**config.mk**
```make
export PLATFORM = sky130hd
export DESIGN_NAME = clip_line_endpoint_to_window_flat
export DESIGN_NICKNAME = d
export VERILOG_FILES = /design/src/rtl/clipwin_pkg.sv /design/src/rtl/clipwin_if.sv /design/src/rtl/clipwin_div.sv /design/src/rtl/clip_line_endpoint_to_window.sv /design/src/flat_wrapper.sv
export SDC_FILE = /design/constraint.sdc
export NUM_CORES = 2
export LEC_CHECK = 0
export ABC_CLOCK_PERIOD_IN_PS = 33800
export BUFFER_PORTS_ARGS = -buffer_cell sky130_fd_sc_hd__buf_2
export CORE_ASPECT_RATIO = 1.25
export CORE_UTILIZATION = 36
export CTS_BUF_LIST = sky130_fd_sc_hd__clkbuf_16
export CTS_CLUSTER_DIAMETER = 100
export CTS_CLUSTER_SIZE = 12
export DETAILED_ROUTE_END_ITERATION = 16
export HOLD_SLACK_MARGIN = 0.08
export PLACE_DENSITY = 0.51
export SYNTH_ARGS = -nofsm -noshare
export SYNTH_HDL_FRONTEND = slang
export SYNTH_SLANG_ARGS = --single-unit
```
**constraint.sdc**
```tcl
create_clock -name clk -period 33.8 [get_ports clk]
set_input_delay 6.76 -clock clk [delete_from_list [all_inputs] [get_ports clk]]
set_output_delay 6.76 -clock clk [all_outputs]
set_load 0.02 [all_outputs]
```
**src/rtl/clipwin_pkg.sv**
```systemverilog
// ----------------------------------------------------------------------------
// clipwin_pkg: shared constants, types and helpers for the window clipper
// Coordinate widths, outcode bits, register indexes, controller states.
// ----------------------------------------------------------------------------
package clipwin_pkg;

    localparam int COORD_BITS = 15;
    localparam int FRAC_BITS  = 8;
    localparam int LIM_W      = 13;
    localparam int OUT_W      = 32;
    localparam int CODE_W     = 4;
    localparam int CFG_IDX_W  = 1;

    // signed window edge, +-half size
    localparam int EDGE_W = LIM_W + 1;
    // spans and offsets: difference of a coordinate and an edge or coordinate
    localparam int SPAN_W = ((COORD_BITS > EDGE_W) ? COORD_BITS : EDGE_W) + 1;
    localparam int MAG_W  = SPAN_W;
    localparam int PROD_W = 2 * MAG_W;
    localparam int NUM_W  = PROD_W + FRAC_BITS;
    localparam int CNT_W  = $clog2(NUM_W + 1);
    // fixed point intersection value, room for the 2^40 clamp and the base
    localparam int VW     = ((NUM_W > 41) ? NUM_W : 41) + 2;

    localparam logic [VW-1:0]        BIG_MAG = VW'(1) << 40;
    localparam logic signed [VW-1:0] SAT_HI  = VW'(64'sd2147483647);
    localparam logic signed [VW-1:0] SAT_LO  = -SAT_HI - VW'(1);

    localparam logic [LIM_W-1:0] HALF_WIDTH_RESET  = LIM_W'(320);
    localparam logic [LIM_W-1:0] HALF_HEIGHT_RESET = LIM_W'(240);

    localparam logic [CFG_IDX_W-1:0] REG_HALF_WIDTH  = CFG_IDX_W'(0);
    localparam logic [CFG_IDX_W-1:0] REG_HALF_HEIGHT = CFG_IDX_W'(1);

    localparam logic [CODE_W-1:0] OC_INSIDE = 4'd0;
    localparam logic [CODE_W-1:0] OC_LEFT   = 4'd1;
    localparam logic [CODE_W-1:0] OC_RIGHT  = 4'd2;
    localparam logic [CODE_W-1:0] OC_BOTTOM = 4'd4;
    localparam logic [CODE_W-1:0] OC_TOP    = 4'd8;

    typedef enum logic [2:0] {
        ST_IDLE,
        ST_DECIDE,
        ST_MUL,
        ST_DIV,
        ST_EVAL,
        ST_OUT
    } state_t;

    function automatic logic signed [OUT_W-1:0] sat32(input logic signed [VW-1:0] v);
        logic signed [OUT_W-1:0] r;
        if (v > SAT_HI)
            r = SAT_HI[OUT_W-1:0];
        else if (v < SAT_LO)
            r = SAT_LO[OUT_W-1:0];
        else
            r = v[OUT_W-1:0];
        return r;
    endfunction

    function automatic logic signed [VW-1:0] scale(input logic signed [VW-1:0] b);
        return b <<< FRAC_BITS;
    endfunction

    function automatic logic [MAG_W-1:0] mag(input logic signed [SPAN_W-1:0] v);
        logic signed [SPAN_W-1:0] n;
        n = -v;
        return v[SPAN_W-1] ? unsigned'(n) : unsigned'(v);
    endfunction

endpackage

```
**src/rtl/clipwin_if.sv**
```systemverilog
// ----------------------------------------------------------------------------
// clipwin_if: request channels of the window clipper
// Segment input, clip result output and register write channel.
// ----------------------------------------------------------------------------
interface clipwin_in_if;
    logic                                     valid;
    logic                                     ready;
    logic signed [clipwin_pkg::COORD_BITS-1:0] start_x;
    logic signed [clipwin_pkg::COORD_BITS-1:0] start_y;
    logic signed [clipwin_pkg::COORD_BITS-1:0] end_x;
    logic signed [clipwin_pkg::COORD_BITS-1:0] end_y;
    logic [clipwin_pkg::CODE_W-1:0]           start_code;
    logic [clipwin_pkg::CODE_W-1:0]           end_code;

    modport source (output valid, start_x, start_y, end_x, end_y, start_code, end_code,
                    input ready);
    modport sink (input valid, start_x, start_y, end_x, end_y, start_code, end_code,
                  output ready);
endinterface

interface clipwin_out_if;
    logic                                valid;
    logic                                ready;
    logic                                draw;
    logic signed [clipwin_pkg::OUT_W-1:0] new_x;
    logic signed [clipwin_pkg::OUT_W-1:0] new_y;
    logic [clipwin_pkg::CODE_W-1:0]      clip_side;

    modport source (output valid, draw, new_x, new_y, clip_side, input ready);
    modport sink (input valid, draw, new_x, new_y, clip_side, output ready);
endinterface

interface clipwin_cfg_if;
    logic                              valid;
    logic                              ready;
    logic [clipwin_pkg::CFG_IDX_W-1:0] index;
    logic [clipwin_pkg::LIM_W-1:0]     data;

    modport source (output valid, index, data, input ready);
    modport sink (input valid, index, data, output ready);
endinterface

```
**src/rtl/clipwin_div.sv**
```systemverilog
// ----------------------------------------------------------------------------
// clipwin_div: radix-2 restoring divider
// One quotient bit per cycle; numerator shifts out as quotient shifts in.
// ----------------------------------------------------------------------------
module clipwin_div (
    input  logic                            clk,
    input  logic                            rst_n,
    input  logic                            start,
    input  logic [clipwin_pkg::NUM_W-1:0]   num,
    input  logic [clipwin_pkg::MAG_W-1:0]   den,
    output logic                            done,
    output logic [clipwin_pkg::NUM_W-1:0]   quo
);

    logic                          busy_reg, busy_next;
    logic                          done_reg, done_next;
    logic [clipwin_pkg::CNT_W-1:0] cnt_reg, cnt_next;
    logic [clipwin_pkg::MAG_W-1:0] rem_reg, rem_next;
    logic [clipwin_pkg::MAG_W-1:0] den_reg, den_next;
    logic [clipwin_pkg::NUM_W-1:0] sh_reg, sh_next;

    logic [clipwin_pkg::MAG_W:0] trial;
    logic [clipwin_pkg::MAG_W:0] diff;
    logic                        ge;

    always_comb
    begin
        trial     = {rem_reg, sh_reg[clipwin_pkg::NUM_W-1]};
        diff      = trial - {1'b0, den_reg};
        ge        = (trial >= {1'b0, den_reg});
        busy_next = busy_reg;
        done_next = 1'b0;
        cnt_next  = cnt_reg;
        rem_next  = rem_reg;
        den_next  = den_reg;
        sh_next   = sh_reg;
        if (start)
        begin
            busy_next = 1'b1;
            cnt_next  = clipwin_pkg::CNT_W'(clipwin_pkg::NUM_W);
            rem_next  = '0;
            den_next  = den;
            sh_next   = num;
        end
        else if (busy_reg)
        begin
            rem_next = ge ? diff[clipwin_pkg::MAG_W-1:0] : trial[clipwin_pkg::MAG_W-1:0];
            sh_next  = {sh_reg[clipwin_pkg::NUM_W-2:0], ge};
            cnt_next = cnt_reg - clipwin_pkg::CNT_W'(1);
            if (cnt_reg == clipwin_pkg::CNT_W'(1))
            begin
                busy_next = 1'b0;
                done_next = 1'b1;
            end
        end
    end

    always_ff @(posedge clk or negedge rst_n)
    begin
        if (!rst_n)
        begin
            busy_reg <= 1'b0;
            done_reg <= 1'b0;
            cnt_reg  <= '0;
        end
        else
        begin
            busy_reg <= busy_next;
            done_reg <= done_next;
            cnt_reg  <= cnt_next;
        end
    end

    always_ff @(posedge clk)
    begin
        rem_reg <= rem_next;
        den_reg <= den_next;
        sh_reg  <= sh_next;
    end

    assign done = done_reg;
    assign quo  = sh_reg;

    a_den_nonzero: assert property (@(posedge clk) disable iff (!rst_n)
        start |-> den != '0)
        else $error("divider started with zero divisor");

    a_rem_below_den: assert property (@(posedge clk) disable iff (!rst_n)
        busy_reg |-> rem_reg < den_reg)
        else $error("partial remainder not below divisor");

endmodule

```
**src/rtl/clip_line_endpoint_to_window.sv**
```systemverilog
// ----------------------------------------------------------------------------
// clip_line_endpoint_to_window: one-end line clipper against a centered window
// Rejects on shared outcode bits, otherwise moves the end point onto the edge
// named by its outcode, with 1/256 pixel intersections and held outputs.
// ----------------------------------------------------------------------------
// One segment request is taken at a time. Trivial cases (shared outcode bit,
// inside end, zero span, unused codes) go from the decide state straight to
// the output state. Each edge intersection passes the multiply state, which
// starts the divider on the span*offset product, the radix-2 restoring
// divider at one quotient bit a cycle, its done flag and the evaluate state,
// which forms and tests the intersection. Edge codes need one intersection,
// a corner code that misses its vertical edge needs two. The next request
// is taken the cycle after the result register is loaded, so requests are
// taken only after the last result is formed; a result still waiting in
// the output register holds the next one in the output state. Register
// writes are taken at any time, one per cycle, and belong between segments.
module clip_line_endpoint_to_window (
    input  logic           clk,
    input  logic           rst_n,
    clipwin_cfg_if.sink    cfg,
    clipwin_in_if.sink     seg,
    clipwin_out_if.source  res
);

    clipwin_pkg::state_t state_reg, state_next;

    logic [clipwin_pkg::LIM_W-1:0] hw_reg, hw_next;
    logic [clipwin_pkg::LIM_W-1:0] hh_reg, hh_next;

    logic signed [clipwin_pkg::COORD_BITS-1:0] sx_reg, sx_next;
    logic signed [clipwin_pkg::COORD_BITS-1:0] sy_reg, sy_next;
    logic signed [clipwin_pkg::COORD_BITS-1:0] ex_reg, ex_next;
    logic signed [clipwin_pkg::COORD_BITS-1:0] ey_reg, ey_next;
    logic [clipwin_pkg::CODE_W-1:0]            sc_reg, sc_next;
    logic [clipwin_pkg::CODE_W-1:0]            ec_reg, ec_next;

    logic                                       second_reg, second_next;
    logic signed [clipwin_pkg::COORD_BITS-1:0]  base_reg, base_next;
    logic signed [clipwin_pkg::SPAN_W-1:0]      span_reg, span_next;
    logic signed [clipwin_pkg::SPAN_W-1:0]      off_reg, off_next;
    logic signed [clipwin_pkg::SPAN_W-1:0]      den_reg, den_next;
    logic                                       neg_reg, neg_next;

    logic signed [clipwin_pkg::OUT_W-1:0] held_x_reg, held_x_next;
    logic signed [clipwin_pkg::OUT_W-1:0] held_y_reg, held_y_next;
    logic [clipwin_pkg::CODE_W-1:0]       held_side_reg, held_side_next;
    logic                                 draw_reg, draw_next;

    logic                                 out_valid_reg, out_valid_next;
    logic                                 out_draw_reg, out_draw_next;
    logic signed [clipwin_pkg::OUT_W-1:0] out_x_reg, out_x_next;
    logic signed [clipwin_pkg::OUT_W-1:0] out_y_reg, out_y_next;
    logic [clipwin_pkg::CODE_W-1:0]       out_side_reg, out_side_next;

    logic                             div_start;
    logic                             div_done;
    logic [clipwin_pkg::NUM_W-1:0]    div_num;
    logic [clipwin_pkg::MAG_W-1:0]    div_den;
    logic [clipwin_pkg::NUM_W-1:0]    div_quo;
    logic [clipwin_pkg::PROD_W-1:0]   prod;

    logic signed [clipwin_pkg::SPAN_W-1:0] dx, dy, off_x, off_y;
    logic signed [clipwin_pkg::EDGE_W-1:0] hw_s, hh_s, xe, ye;
    logic                                  edge_v, edge_h, in_win;
    logic [clipwin_pkg::LIM_W-1:0]         lim;
    logic signed [clipwin_pkg::VW-1:0]     lim_s, qm, v;
    logic [clipwin_pkg::VW-1:0]            q_ext;

    clipwin_div u_div (
        .clk   (clk),
        .rst_n (rst_n),
        .start (div_start),
        .num   (div_num),
        .den   (div_den),
        .done  (div_done),
        .quo   (div_quo)
    );

    // geometry of the latched segment
    always_comb
    begin
        dx     = clipwin_pkg::SPAN_W'(ex_reg) - clipwin_pkg::SPAN_W'(sx_reg);
        dy     = clipwin_pkg::SPAN_W'(ey_reg) - clipwin_pkg::SPAN_W'(sy_reg);
        hw_s   = signed'({1'b0, hw_reg});
        hh_s   = signed'({1'b0, hh_reg});
        xe     = ec_reg[0] ? -hw_s : hw_s;
        ye     = ec_reg[2] ? -hh_s : hh_s;
        off_x  = clipwin_pkg::SPAN_W'(xe) - clipwin_pkg::SPAN_W'(sx_reg);
        off_y  = clipwin_pkg::SPAN_W'(ye) - clipwin_pkg::SPAN_W'(sy_reg);
        edge_v = (ec_reg == clipwin_pkg::OC_LEFT) || (ec_reg == clipwin_pkg::OC_RIGHT);
        edge_h = (ec_reg == clipwin_pkg::OC_BOTTOM) || (ec_reg == clipwin_pkg::OC_TOP);

        prod    = clipwin_pkg::PROD_W'(clipwin_pkg::mag(span_reg))
                * clipwin_pkg::PROD_W'(clipwin_pkg::mag(off_reg));
        div_num = {prod, clipwin_pkg::FRAC_BITS'(0)};
        div_den = clipwin_pkg::mag(den_reg);

        // quotient clamp at 2^40, then signed intersection value
        q_ext = clipwin_pkg::VW'(div_quo);
        qm    = signed'((q_ext >= clipwin_pkg::BIG_MAG) ? clipwin_pkg::BIG_MAG : q_ext);
        v     = clipwin_pkg::scale(clipwin_pkg::VW'(base_reg)) + (neg_reg ? -qm : qm);

        lim    = second_reg ? hw_reg : hh_reg;
        lim_s  = clipwin_pkg::scale(clipwin_pkg::VW'(signed'({1'b0, lim})));
        in_win = (v <= lim_s) && (v >= -lim_s);
    end

    always_comb
    begin
        state_next     = state_reg;
        hw_next        = hw_reg;
        hh_next        = hh_reg;
        sx_next        = sx_reg;
        sy_next        = sy_reg;
        ex_next        = ex_reg;
        ey_next        = ey_reg;
        sc_next        = sc_reg;
        ec_next        = ec_reg;
        second_next    = second_reg;
        base_next      = base_reg;
        span_next      = span_reg;
        off_next       = off_reg;
        den_next       = den_reg;
        neg_next       = neg_reg;
        held_x_next    = held_x_reg;
        held_y_next    = held_y_reg;
        held_side_next = held_side_reg;
        draw_next      = draw_reg;
        out_valid_next = out_valid_reg;
        out_draw_next  = out_draw_reg;
        out_x_next     = out_x_reg;
        out_y_next     = out_y_reg;
        out_side_next  = out_side_reg;
        div_start      = 1'b0;

        if (cfg.valid)
        begin
            if (cfg.index == clipwin_pkg::REG_HALF_WIDTH)
                hw_next = cfg.data;
            if (cfg.index == clipwin_pkg::REG_HALF_HEIGHT)
                hh_next = cfg.data;
        end

        if (out_valid_reg && res.ready)
            out_valid_next = 1'b0;

        case (state_reg)
            clipwin_pkg::ST_IDLE:
            begin
                if (seg.valid)
                begin
                    sx_next    = seg.start_x;
                    sy_next    = seg.start_y;
                    ex_next    = seg.end_x;
                    ey_next    = seg.end_y;
                    sc_next    = seg.start_code;
                    ec_next    = seg.end_code;
                    draw_next  = 1'b1;
                    state_next = clipwin_pkg::ST_DECIDE;
                end
            end
            clipwin_pkg::ST_DECIDE:
            begin
                state_next = clipwin_pkg::ST_OUT;
                if ((sc_reg & ec_reg) != clipwin_pkg::OC_INSIDE)
                    draw_next = 1'b0;
                else
                begin
                    case (ec_reg)
                        clipwin_pkg::OC_INSIDE:
                        begin
                            held_x_next    = clipwin_pkg::sat32(
                                clipwin_pkg::scale(clipwin_pkg::VW'(ex_reg)));
                            held_y_next    = clipwin_pkg::sat32(
                                clipwin_pkg::scale(clipwin_pkg::VW'(ey_reg)));
                            held_side_next = clipwin_pkg::OC_INSIDE;
                        end
                        clipwin_pkg::OC_LEFT, clipwin_pkg::OC_RIGHT,
                        clipwin_pkg::OC_LEFT | clipwin_pkg::OC_BOTTOM,
                        clipwin_pkg::OC_RIGHT | clipwin_pkg::OC_BOTTOM,
                        clipwin_pkg::OC_LEFT | clipwin_pkg::OC_TOP,
                        clipwin_pkg::OC_RIGHT | clipwin_pkg::OC_TOP:
                        begin
                            if (dx == '0)
                                draw_next = 1'b0;
                            else
                            begin
                                second_next = 1'b0;
                                base_next   = sy_reg;
                                span_next   = dy;
                                off_next    = off_x;
                                den_next    = dx;
                                state_next  = clipwin_pkg::ST_MUL;
                            end
                        end
                        clipwin_pkg::OC_BOTTOM, clipwin_pkg::OC_TOP:
                        begin
                            if (dy == '0)
                                draw_next = 1'b0;
                            else
                            begin
                                second_next = 1'b1;
                                base_next   = sx_reg;
                                span_next   = dx;
                                off_next    = off_y;
                                den_next    = dy;
                                state_next  = clipwin_pkg::ST_MUL;
                            end
                        end
                        default:
                        begin
                            // codes with both left and right or both bottom and top: kept, nothing changes
                        end
                    endcase
                end
            end
            clipwin_pkg::ST_MUL:
            begin
                div_start  = 1'b1;
                neg_next   = ((span_reg[clipwin_pkg::SPAN_W-1] ^ off_reg[clipwin_pkg::SPAN_W-1])
                             ^ den_reg[clipwin_pkg::SPAN_W-1])
                             && (span_reg != '0) && (off_reg != '0);
                state_next = clipwin_pkg::ST_DIV;
            end
            clipwin_pkg::ST_DIV:
            begin
                if (div_done)
                    state_next = clipwin_pkg::ST_EVAL;
            end
            clipwin_pkg::ST_EVAL:
            begin
                state_next = clipwin_pkg::ST_OUT;
                if (!second_reg)
                begin
                    held_y_next = clipwin_pkg::sat32(v);
                    if (in_win || edge_v)
                        held_x_next = clipwin_pkg::sat32(
                            clipwin_pkg::scale(clipwin_pkg::VW'(xe)));
                    if (in_win)
                        held_side_next = ec_reg & (clipwin_pkg::OC_LEFT | clipwin_pkg::OC_RIGHT);
                    else if (edge_v || dy == '0)
                        draw_next = 1'b0;
                    else
                    begin
                        // corner missed its vertical edge: try the horizontal one
                        second_next = 1'b1;
                        base_next   = sx_reg;
                        span_next   = dx;
                        off_next    = off_y;
                        den_next    = dy;
                        state_next  = clipwin_pkg::ST_MUL;
                    end
                end
                else
                begin
                    held_x_next = clipwin_pkg::sat32(v);
                    if (in_win || edge_h)
                        held_y_next = clipwin_pkg::sat32(
                            clipwin_pkg::scale(clipwin_pkg::VW'(ye)));
                    if (in_win)
                        held_side_next = ec_reg & (clipwin_pkg::OC_BOTTOM | clipwin_pkg::OC_TOP);
                    else
                        draw_next = 1'b0;
                end
            end
            clipwin_pkg::ST_OUT:
            begin
                if (!out_valid_reg || res.ready)
                begin
                    out_valid_next = 1'b1;
                    out_draw_next  = draw_reg;
                    out_x_next     = held_x_reg;
                    out_y_next     = held_y_reg;
                    out_side_next  = held_side_reg;
                    state_next     = clipwin_pkg::ST_IDLE;
                end
            end
            default:
            begin
                state_next = clipwin_pkg::ST_IDLE;
            end
        endcase
    end

    always_ff @(posedge clk or negedge rst_n)
    begin
        if (!rst_n)
        begin
            state_reg     <= clipwin_pkg::ST_IDLE;
            hw_reg        <= clipwin_pkg::HALF_WIDTH_RESET;
            hh_reg        <= clipwin_pkg::HALF_HEIGHT_RESET;
            held_x_reg    <= '0;
            held_y_reg    <= '0;
            held_side_reg <= '0;
            out_valid_reg <= 1'b0;
        end
        else
        begin
            state_reg     <= state_next;
            hw_reg        <= hw_next;
            hh_reg        <= hh_next;
            held_x_reg    <= held_x_next;
            held_y_reg    <= held_y_next;
            held_side_reg <= held_side_next;
            out_valid_reg <= out_valid_next;
        end
    end

    always_ff @(posedge clk)
    begin
        sx_reg       <= sx_next;
        sy_reg       <= sy_next;
        ex_reg       <= ex_next;
        ey_reg       <= ey_next;
        sc_reg       <= sc_next;
        ec_reg       <= ec_next;
        second_reg   <= second_next;
        base_reg     <= base_next;
        span_reg     <= span_next;
        off_reg      <= off_next;
        den_reg      <= den_next;
        neg_reg      <= neg_next;
        draw_reg     <= draw_next;
        out_draw_reg <= out_draw_next;
        out_x_reg    <= out_x_next;
        out_y_reg    <= out_y_next;
        out_side_reg <= out_side_next;
    end

    assign cfg.ready     = 1'b1;
    assign seg.ready     = (state_reg == clipwin_pkg::ST_IDLE);
    assign res.valid     = out_valid_reg;
    assign res.draw      = out_draw_reg;
    assign res.new_x     = out_x_reg;
    assign res.new_y     = out_y_reg;
    assign res.clip_side = out_side_reg;

    a_side_single_edge: assert property (@(posedge clk) disable iff (!rst_n)
        $onehot0(held_side_reg))
        else $error("held clip side names more than one edge");

    a_div_done_in_div: assert property (@(posedge clk) disable iff (!rst_n)
        div_done |-> state_reg == clipwin_pkg::ST_DIV)
        else $error("divider finished outside the divide state");

    a_request_starts_work: assert property (@(posedge clk) disable iff (!rst_n)
        (seg.valid && seg.ready) |=> state_reg == clipwin_pkg::ST_DECIDE)
        else $error("accepted segment did not start processing");

endmodule

```
**src/flat_wrapper.sv**
```systemverilog
// flat-port wrapper written by rule: the top's interface ports become plain ports
module clip_line_endpoint_to_window_flat 
  (clk, rst_n, cfg_valid, cfg_index, cfg_data, cfg_ready, seg_valid, seg_start_x, seg_start_y, seg_end_x, seg_end_y, seg_start_code, seg_end_code, seg_ready, res_valid, res_draw, res_new_x, res_new_y, res_clip_side, res_ready);
  clipwin_cfg_if cfg_i ();
  clipwin_in_if seg_i ();
  clipwin_out_if res_i ();
  input  logic clk;
  input  logic rst_n;
  input wire logic [$bits(cfg_i.valid)-1:0] cfg_valid;
  input wire logic [$bits(cfg_i.index)-1:0] cfg_index;
  input wire logic [$bits(cfg_i.data)-1:0] cfg_data;
  output wire logic [$bits(cfg_i.ready)-1:0] cfg_ready;
  input wire logic [$bits(seg_i.valid)-1:0] seg_valid;
  input wire logic [$bits(seg_i.start_x)-1:0] seg_start_x;
  input wire logic [$bits(seg_i.start_y)-1:0] seg_start_y;
  input wire logic [$bits(seg_i.end_x)-1:0] seg_end_x;
  input wire logic [$bits(seg_i.end_y)-1:0] seg_end_y;
  input wire logic [$bits(seg_i.start_code)-1:0] seg_start_code;
  input wire logic [$bits(seg_i.end_code)-1:0] seg_end_code;
  output wire logic [$bits(seg_i.ready)-1:0] seg_ready;
  output wire logic [$bits(res_i.valid)-1:0] res_valid;
  output wire logic [$bits(res_i.draw)-1:0] res_draw;
  output wire logic [$bits(res_i.new_x)-1:0] res_new_x;
  output wire logic [$bits(res_i.new_y)-1:0] res_new_y;
  output wire logic [$bits(res_i.clip_side)-1:0] res_clip_side;
  input wire logic [$bits(res_i.ready)-1:0] res_ready;
  assign cfg_i.valid = cfg_valid;
  assign cfg_i.index = cfg_index;
  assign cfg_i.data = cfg_data;
  assign cfg_ready = cfg_i.ready;
  assign seg_i.valid = seg_valid;
  assign seg_i.start_x = seg_start_x;
  assign seg_i.start_y = seg_start_y;
  assign seg_i.end_x = seg_end_x;
  assign seg_i.end_y = seg_end_y;
  assign seg_i.start_code = seg_start_code;
  assign seg_i.end_code = seg_end_code;
  assign seg_ready = seg_i.ready;
  assign res_valid = res_i.valid;
  assign res_draw = res_i.draw;
  assign res_new_x = res_i.new_x;
  assign res_new_y = res_i.new_y;
  assign res_clip_side = res_i.clip_side;
  assign res_i.ready = res_ready;
  clip_line_endpoint_to_window u_core (.clk(clk), .rst_n(rst_n), .cfg(cfg_i), .seg(seg_i), .res(res_i));
endmodule
```
==> out/qor.yml <==
synth_edf_count: 251
drc: 0
mostFrequentLayoutCell: "inv_1"
yosysTopAreaCell: "edfxtp_1"
grt_use_total: 0.231
reg2reg_from: "u_core.off_reg[0]$_DFFE_PP_"
criticalPathCategory: "reg2reg"
slew_headroom: 0.302
crit_required_ns: 34.11
worstMarginPinSlew_ns: 1.04
place.gp.congestion: 0.987
final_cell_mix: "inv_1 (413), nand2_1 (406), ha_1 (273)"
cpLargestDelayFamily: "adder cells"
critPathMaxFanout: 16
grt-ovfl-total: 0
finalSetupViolCount: 0
min_period_ns: 8.96
antenna_cells: 0
ys_seq_area_frac: 0.327
pre_cts_slack_ns: 24.85
cp_cell_sequence: "inv_1, ha_1, nand2_1, nand2_1, xnor2_2, nand2_1, fa_1, inv_1, fa_1, fa_1, inv_1, fa_1, fa_1, inv_1, fa_1, ha_1, and3_1, a221oi_1, o211ai_1, a221o_1, a2111o_1, a31oi_1, xor2_1, o21ai_0"
syn-cell-area_sq_mm: 0.0327
async_flop_share: 0.278
die_h_um: 339
netlist_instances: 3437
grt_max_degree: 69
cts_root_buf: "clkbuf_16"
cts_tree: "done"
fin_skew_ns: 0.0399
area.growth.synth_to_final_pct: 10.0
r2r_slack_ns: 24.84
ctsHoldBuffers: 0
slew_violations: 0
synthTopCellsByArea: "edfxtp_1 (23%), fa_1 (12%), ha_1 (10%)"
timing.final.ws_setup_ns: 24.84
ys.flop_type: "edfxtp_1"
yosys_warnings: 0
min_from: "u_core.draw_reg$_DFFE_PP_"
cts_inserted_buffers: 37
status: "finished clean"
clkSlewWorstSetupHoldPaths_ns: 0.07
worst_setup_path_start_kind: "flop"
period_share: 0.265
drt_iter0_markers: 1650
port_buffers: 157
fp.dieArea_sq_mm: 0.0920
avgViaCountPerCell: 5.33
synth_top_cell_area_share: 0.231
cp_common_cell: "fa_1"
crit_path_end_kind: "flop"
postSynthAreaPerCell_sq_um: 9.51
dr.pass1.iters: 6
clock_path_buffers: 3
syn_nets: 3997
slowest_delay_ns: 0.83
htreeDepth: 2
hold_depth: 0
vias: 25400
slowest_stage: "xnor2_2"
synth-seq-cells: 381
fin_util: 0.400
wl_per_cell_um: 22.2
crit_start: "u_core.off_reg[0]$_DFFE_PP_"
postCtsSetupBuffers: 0
cts.sinks: 381
hold_viol: 0
grt_pass1_vias: 26100
largest_reg_flops: 40
antenna_found_initial: 1
max-cap-violations: 0
die_w_um: 272
hp-class: "reg2reg"
clock_latency_ns: 0.59
fmax_ghz: 0.112
yosysUniqueCellTypes: 95
nets: 4109
start_util: 0.363
rr_worst_depth: 24
rows: 123
r2r_end: "u_core.u_div.quo[38]$_DFFE_PP_"
path_buf_inv: 4
io_pins: 159
core_sq_mm: 0.0900
drive_gt1_frac: 0.0922
worstPathArrival_ns: 9.27
grt_pass1_wl_um: 160000
wirelength_um: 106000
hold_end: "u_core.res.draw$_DFFE_PP_"
hpwl_um: 85500
post_cts_resized: 0
setup_tns_ns: 0
rsz0062_at_grt: "false"
drtAntennaViolNets: 0
-- through the flow --
step                hold slack [ns]  instances  area [sq um]
global placement              0.406       4697         34900
detailed placement            0.425       4697         34900
global route                  0.450       4765         36000
CTS                           0.442       4765         36000
floorplan                     0.400       3437         32700
finish                        0.442       4765         36000
-- worst max path at each step --
stage                                     endpoint  depth (start not counted)
finish              u_core.u_div.quo[38]$_DFFE_PP_                         24
global route        u_core.u_div.quo[38]$_DFFE_PP_                         24
CTS                 u_core.u_div.quo[38]$_DFFE_PP_                         24
detailed placement  u_core.u_div.quo[38]$_DFFE_PP_                         24
global placement    u_core.u_div.quo[38]$_DFFE_PP_                         24
floorplan             u_core.base_reg[0]$_DFFE_PP_                         29
-- logic make-up (layout without fill, tap and decap cells) --
family,count (synthesis),after routing,synth area share
and+or+nand+nor,1022,1022,0.145
muxes,106,106,0.0352
AOI/OAI and AO/OA,718,718,0.145
other,1,1,0.000115
DFF,381,381,0.327
adders and majority gates,473,473,0.227
xor gates and xnor gates,225,225,0.0614
buffers and inverters,511,652,0.0603
-- worst register-to-register path, cell delays in order (launching register included) --
cell and delay (ns):
edfxtp_1 0.59, inv_1 0.34, ha_1 0.40, nand2_1 0.09, nand2_1 0.08, xnor2_2 0.83, nand2_1 0.21, fa_1 0.58
inv_1 0.06, fa_1 0.51, fa_1 0.52, inv_1 0.05, fa_1 0.47, fa_1 0.56, inv_1 0.06, fa_1 0.58
ha_1 0.42, and3_1 0.21, a221oi_1 0.56, o211ai_1 0.33, a221o_1 0.40, a2111o_1 0.38, a31oi_1 0.21, xor2_1 0.17
o21ai_0 0.10
-- synthesized netlist by cell type, types with 16 or more instances --
cell,number
a211oi_1,18
o211ai_1,16
o21ai_0,220
a21oi_1,138
nand2b_1,30
edfxtp_1,251
xnor2_1,155
o31ai_1,36
nor2_1,250
and3_1,20
fa_1,200
nand4_1,29
or4_1,16
mux2i_1,34
nor2b_1,19
o41ai_1,21
inv_1,386
ha_1,273
o21bai_1,18
xor2_1,68
nand3_1,86
dfxtp_1,24
clkbuf_1,98
and2_1,31
a211o_1,18
mux2_1,42
or3_1,24
nor4_1,17
dfrtp_1,100
mux2_2,30
o21a_1,21
nor3_1,44
nand2_1,407
a21o_1,54
-- per-layer routing --
layer | vias up | global-route usage | part of all wire
met1 | 12500 | 0.273 | 0.41
met3 | 168 | 0.0208 | 0.032
met5 | - | 0 | 0.00010
met4 | 2 | 0.112 | 0.052
li1 | 12200 | - | -
met2 | 598 | 0.416 | 0.51
-- area by class of cell --
cell class | instances | area (sq um)
fill | 9015 | 54000
multi-input combinational | 2545 | 20200
sequential | 381 | 10700
tap | 1187 | 1490
inverter | 387 | 1450
timing repair buffer | 197 | 1090
clock buffer | 37 | 926
clock inverter | 31 | 168
Power is not shown: default switching activity piles up to over one toggle a cycle in this logic, so the estimate is an artifact.
